## src/rtl/tsv_address_table_sorted_lookup_macros.svh

```systemverilog
// assertion macros shared by the address table modules
`ifndef TSV_ADDRESS_TABLE_SORTED_LOOKUP_MACROS_SVH
`define TSV_ADDRESS_TABLE_SORTED_LOOKUP_MACROS_SVH

// same-cycle implication, sampled on i_clk, off while i_rst_n is low
`define TSVAT_ASSERT_IMPL(lbl, ante, cons, msg) \
    lbl: assert property (@(posedge i_clk) disable iff (!i_rst_n) (ante) |-> (cons)) \
        else $error(msg);

// next-cycle implication, sampled on i_clk, off while i_rst_n is low
`define TSVAT_ASSERT_NEXT(lbl, ante, cons, msg) \
    lbl: assert property (@(posedge i_clk) disable iff (!i_rst_n) (ante) |=> (cons)) \
        else $error(msg);

`endif

```

## src/rtl/tsvat_pkg.sv

```systemverilog
// shared types and constants of the sorted address table
package tsvat_pkg;

    // table geometry
    localparam int TABLE_DEPTH = 1024;
    localparam int IDX_W       = $clog2(TABLE_DEPTH);
    localparam int CNT_W       = $clog2(TABLE_DEPTH + 1);

    // field widths
    localparam int ADDR_W        = 16;
    localparam int CODE_W        = 8;
    localparam int ENTRY_COUNT_W = 11;
    localparam int ACC_W         = ADDR_W + 1;

    // address accumulator limits
    localparam logic [ACC_W-1:0] ADDR_SAT = ACC_W'(65536);
    localparam logic [ACC_W-1:0] ADDR_MAX = ACC_W'(16'hFFFF);

    // text characters
    localparam logic [7:0] CH_LF  = 8'h0A;
    localparam logic [7:0] CH_CR  = 8'h0D;
    localparam logic [7:0] CH_TAB = 8'h09;
    localparam logic [7:0] CH_0   = 8'h30;
    localparam logic [7:0] CH_9   = 8'h39;

    // last (saturated) column
    localparam logic [1:0] COL_LAST = 2'd3;

    // request codes
    typedef enum logic [1:0] {
        REQ_BYTE   = 2'd0,
        REQ_EOF    = 2'd1,
        REQ_LOOKUP = 2'd2
    } t_req;

    // result kinds
    typedef enum logic {
        KIND_LOOKUP = 1'b0,
        KIND_LOAD   = 1'b1
    } t_kind;

    // control state
    typedef enum logic [1:0] {
        ST_IDLE,
        ST_DRAIN,
        ST_SEARCH,
        ST_REPLY
    } t_state;

    typedef struct packed {
        logic [1:0]        req_type;
        logic [7:0]        text_byte;
        logic [ADDR_W-1:0] lookup_addr;
    } t_in_item;

    typedef struct packed {
        logic                     result_kind;
        logic                     found;
        logic [CODE_W-1:0]        type_main;
        logic [CODE_W-1:0]        type_sub;
        logic [ENTRY_COUNT_W-1:0] entry_count;
        logic                     table_overflow;
    } t_out_item;

    // one table entry
    typedef struct packed {
        logic [ADDR_W-1:0] addr;
        logic [CODE_W-1:0] type_main;
        logic [CODE_W-1:0] type_sub;
    } t_entry;

    // top to parser
    typedef struct packed {
        logic       byte_en;
        logic       eof_en;
        logic [7:0] text_byte;
    } t_parse_ctl;

    // parser to top: line finished and worth storing
    typedef struct packed {
        logic   keep;
        t_entry ent;
    } t_line;

    // broadcast to every cell of the chain
    typedef struct packed {
        logic   insert;
        logic   drain;
        t_entry ent;
    } t_chain_ctl;

    // search unit to top
    typedef struct packed {
        logic              done;
        logic              found;
        logic [CODE_W-1:0] type_main;
        logic [CODE_W-1:0] type_sub;
    } t_search_res;

endpackage

```

## src/rtl/tsvat_parse.sv

```systemverilog
// line parser: splits tab separated text into address and type code columns
module tsvat_parse (
    input  logic                  i_clk,
    input  logic                  i_rst_n,
    input  tsvat_pkg::t_parse_ctl i_ctl,
    output tsvat_pkg::t_line      o_line
);
    import tsvat_pkg::*;

    localparam int MUL_W = ACC_W + 4;

    logic [1:0]        r_col, n_col;
    logic [ACC_W-1:0]  r_addr_acc, n_addr_acc;
    logic [CODE_W-1:0] r_main, n_main;
    logic [CODE_W-1:0] r_sub, n_sub;
    logic [2:0]        r_seen, n_seen;
    logic              r_header, n_header;

    logic              line_done;
    logic              is_digit;
    logic [7:0]        digit_diff;
    logic [3:0]        digit;
    logic [MUL_W-1:0]  addr_next;

    // code * 10 + digit, kept modulo 256
    function automatic logic [CODE_W-1:0] code_step(input logic [CODE_W-1:0] code,
                                                    input logic [3:0] dig);
        logic [CODE_W+3:0] sum;
        sum = (CODE_W+4)'({code, 3'b000}) + (CODE_W+4)'({code, 1'b0}) + (CODE_W+4)'(dig);
        return sum[CODE_W-1:0];
    endfunction

    // character classes
    assign digit_diff = i_ctl.text_byte - CH_0;
    assign digit      = digit_diff[3:0];
    assign is_digit   = (i_ctl.text_byte >= CH_0) && (i_ctl.text_byte <= CH_9);
    assign line_done  = i_ctl.eof_en || (i_ctl.byte_en && (i_ctl.text_byte == CH_LF));

    // saturating address accumulate
    always_comb begin
        addr_next = MUL_W'({r_addr_acc, 3'b000}) + MUL_W'({r_addr_acc, 1'b0})
                  + MUL_W'(digit);
    end

    // finished line check
    always_comb begin
        o_line.keep = line_done && !r_header && r_seen[0]
                    && (r_addr_acc != '0) && (r_addr_acc <= ADDR_MAX);
        o_line.ent.addr      = r_addr_acc[ADDR_W-1:0];
        o_line.ent.type_main = r_main;
        o_line.ent.type_sub  = r_sub;
    end

    // next column state
    always_comb begin
        n_col      = r_col;
        n_addr_acc = r_addr_acc;
        n_main     = r_main;
        n_sub      = r_sub;
        n_seen     = r_seen;
        n_header   = r_header;
        if (line_done) begin
            n_col      = '0;
            n_addr_acc = '0;
            n_main     = '0;
            n_sub      = '0;
            n_seen     = '0;
            n_header   = 1'b0;
        end else if (i_ctl.byte_en) begin
            if (i_ctl.text_byte == CH_TAB) begin
                if (r_col != COL_LAST) begin
                    n_col = r_col + 2'd1;
                end
            end else if ((i_ctl.text_byte != CH_CR) && (r_col != COL_LAST) && is_digit) begin
                case (r_col)
                    2'd0: begin
                        n_addr_acc = (addr_next > MUL_W'(ADDR_SAT)) ? ADDR_SAT
                                                                     : addr_next[ACC_W-1:0];
                    end
                    2'd1: begin
                        n_main = code_step(r_main, digit);
                    end
                    default: begin
                        n_sub = code_step(r_sub, digit);
                    end
                endcase
                n_seen[r_col] = 1'b1;
            end
        end
    end

    // parser registers
    always_ff @(posedge i_clk) begin
        if (!i_rst_n) begin
            r_col      <= '0;
            r_addr_acc <= '0;
            r_main     <= '0;
            r_sub      <= '0;
            r_seen     <= '0;
            r_header   <= 1'b1;
        end else begin
            r_col      <= n_col;
            r_addr_acc <= n_addr_acc;
            r_main     <= n_main;
            r_sub      <= n_sub;
            r_seen     <= n_seen;
            r_header   <= n_header;
        end
    end

endmodule

```

## config.mk

```make
export PLATFORM = sky130hd
export DESIGN_NAME = tsvat_parse
export DESIGN_NICKNAME = d
export VERILOG_FILES = /design/src/rtl/tsv_address_table_sorted_lookup_macros.svh /design/src/rtl/tsvat_pkg.sv /design/src/rtl/tsvat_parse.sv
export SDC_FILE = /design/constraint.sdc
export NUM_CORES = 1
export LEC_CHECK = 0
export ABC_AREA = 1
export BUFFER_PORTS_ARGS = -buffer_cell sky130_fd_sc_hd__buf_2
export CAP_MARGIN = 20
export CORE_MARGIN = 10
export CORE_UTILIZATION = 50
export DETAILED_ROUTE_END_ITERATION = 10
export GPL_TIMING_DRIVEN = 0
export MAX_ROUTING_LAYER = met4
export PLACE_DENSITY_LB_ADDON = 0.05
export REMOVE_ABC_BUFFERS = 1
export SYNTH_ARGS = -nofsm -noshare
export SYNTH_HDL_FRONTEND = slang
export SYNTH_SLANG_ARGS = --single-unit
```

## constraint.sdc

```tcl
create_clock -name i_clk -period 2.52 [get_ports i_clk]
set_input_delay 0.252 -clock i_clk [delete_from_list [all_inputs] [get_ports i_clk]]
set_output_delay 0.252 -clock i_clk [all_outputs]
set_load 0.03 [all_outputs]
```

==> impl_results.md <==
- CP startpoint kind: flop
- Slew at the pin closest to its max-slew limit: 0.8795 ns
- Status: finished, violations left
- HP Class: in -> reg
- DIE AREA: 11120 um^2
- Clock transition at the registers of the reported paths: 0.08 ns
- TritonCTS clock tree: yes
- Site Rows: 31
- Clock buffer depth: 2
- Worst r2r path cells: 17
- Register bit total from synthesis: 37
- Slew Limit Headroom: 40.92%
- Root Buffer: clkbuf_8
- Vias in the first global route: 3504
- Number of synthesized flops with an enable pin: 0
- Critical path depth: 17
- Synth top area share: 20.29%
- Antenna violations before repair: 0
- Vias/cell: 5.182
- Buf/Inv on CP: 2
- Cell breakdown of the critical path: inv_2 -> fa_1 -> inv_2 -> fa_2 -> nor2_2 -> nand2_1 -> nor2_1 -> nand3_1 -> nor2_1 -> nand2_1 -> nor2_1 -> nand2_1 -> nor2_2 -> nand2_2 -> nand2_4 -> nand3_2 -> a21oi_2
- IR drop worst, VDD: 0.0002370 V
- IO Pins: 45
- PwrDens: 255.2 nW/um^2
- Starting DRT DRC Count: 138
- Via count: 3498
- Most numerous cell in the Yosys netlist: nand2_1
- Post-DP HPWL: 7224 um
- YS warnings: 0
- Largest delay share family, worst path: simple AND/OR/NAND/NOR gates
- Critical Path AT: 2.96 ns
- CP Capture Type: flop
- Largest area contributor in the netlist: dfxtp_1
- Total Power: 0.001069 W
- Max Fclk: 0.3653 GHz
- Core area: 7176 um^2
- I/O Buffers: 44
- Netlist cell types: 32
- DR DRC count: 0
- Synthesized cell area: 3650 um^2
- Synth top area cells: dfxtp_1 (20%), ha_1 (19%), nand2_1 (15%)
- RSZ-0062 raised after global routing: yes
- Clock Sinks: 37
- Sequential fraction of the synthesis area: 20.29%
- Antenna cells: 0
- FILL cells: 739
- Max_cap viols: 0
- Critical Path Max Stage Delay: 0.51 ns
- Minimum clock period: 2.738 ns
- Cells after Synth: 541
- Leak: 2.197 nW
- Routed Antenna Nets: 0
- Slew Viols, Final: 0
- # hold bufs at CTS: 0
- Pin count of the biggest net entering global routing: 34
- Routability Congestion: 0.9226
- Nets: 649
- Asr flop ratio synth: 0%
- First-pass GRT wire length: 16180 um
- H-Tree Depth: 2
- Failing checks: negative setup slack
- Die H: 105.4 um
- CP required: 2.74 ns
- Total CTS buffers: 5
- Avg WL per Cell: 14.04 um
- Final setup fails: 17
- Syn-to-layout area delta: 14.78%
- Die width: 105.4 um
- Crit Path Max Fanout: 8
- Final hold slack: 0.1456 ns
- Fin crit share: 108.6%
- WHS Path Cells: 2
- TritonRoute pass-1 iters: 4
- Syn Area/Cell: 6.746 um^2
- Crit path max-delay cell type: fa_1
- Final WL: 9479 um
- Share of cells above drive strength 1: 19.27%
- Setup WS post-layout: -0.2175 ns
- Final clock skew: 0.003030 ns
- GR Overflow Total: 0
- Main synth FF type: dfxtp_1
- Clk_lat worst skew: 0.29 ns
- Final hold violation count: 0
- Synth top cells by count: nand2_1 (147), inv_1 (67), ha_1 (56)
- Worst setup path class: reg -> reg
- Total track usage: 17.67%
- Initial Util: 50.86%
-- metal layers --
layer  routed length (um)  vias up  GRT usage (%)
li1                     -     1828              -
met1                 4459     1611          21.44
met2                 4627       48          29.96
met3                  240       11          2.192
met4                  151        0          5.196
met5                    0        -              -
-- report_power, final --
| group | leakage [nW] | switching (W) | internal, W |
|---|---|---|---|
| registers | 0.302 | 0.00000107 | 0.000583 |
| logic | 1.85 | 0.0000439 | 0.0000273 |
| clock network | 0.0439 | 0.000222 | 0.000191 |
-- state kept, by name (all words and copies together), names as in the netlist --
name / count
r_addr_acc: 17
r_main: 8
r_sub: 8
r_col: 2
r_header: 1
r_seen: 1
-- cell families after synthesis --
kind of cell    after synthesis  synth area share [%]
compound gates               73                 10.63
buf+inv                      93                 12.31
flops                        37                 20.29
simple gates                263                 31.16
fa+ha+maj                    62                 22.49
xor+xnor                     13                 3.120
-- stage by stage --
stage          setup TNS, ns  std cells  setup WS (ns)  util [%]  area, um^2
2_1_floorplan         -6.110        516        -0.3640         -        3456
3_3_place_gp          -10.70        659        -0.6603     52.96        3800
3_5_place_dp          -10.84        659        -0.6709     52.96        3800
4_1_cts               -4.222        672        -0.2809     56.46        4051
5_1_grt               -6.145        675        -0.3883     58.38        4189
6_report              -3.326        675        -0.2175     58.38        4189
-- worst paths after layout --
kind | slack, ns | end | startpoint
setup / recovery | -0.22 | r_addr_acc[8] | r_addr_acc[2]
hold / removal | 0.15 | r_header | i_rst_n
setup reg to reg | -0.22 | r_addr_acc[8] | r_addr_acc[2]
hold reg to reg | 0.46 | r_header | r_header
-- layout make-up --
class,count,area [um^2],area share [%]
timing repair buffer,51,346.6,8.274
clock buffer,5,68.82,1.643
clock inverter,3,17.52,0.4182
inverter,68,255.2,6.093
sequential,37,753.2,17.98
multi-input combinational,412,2624,62.63
tap,99,123.9,2.957
-- cells in the final DEF (no fill, tap or decap), types with 6 or more instances in the layout --
cell type | synthesis | final
a21oi_1 | 53 | 46
a21oi_2 | 1 | 8
buf_2 | 0 | 44
dfxtp_1 | 37 | 31
ha_1 | 56 | 55
inv_1 | 67 | 65
nand2_1 | 147 | 139
nand2_2 | 2 | 7
nand3_1 | 42 | 30
nand3_2 | 3 | 15
nor2_1 | 43 | 40
nor4_1 | 6 | 6
o21ai_0 | 11 | 11
xnor2_1 | 6 | 6
xor2_1 | 7 | 6
-- repair_timing --
| action | 4_1_cts | 5_1_grt |
|---|---|---|
| gates resized for setup | 31 | 18 |
| setup buffers | 4 | 0 |
| setup endpoints to repair | 17 | 17 |
| pin swaps | 19 | 13 |
| cloned | 1 | 1 |
No activity file was read; power rests on OpenSTA's default activity.
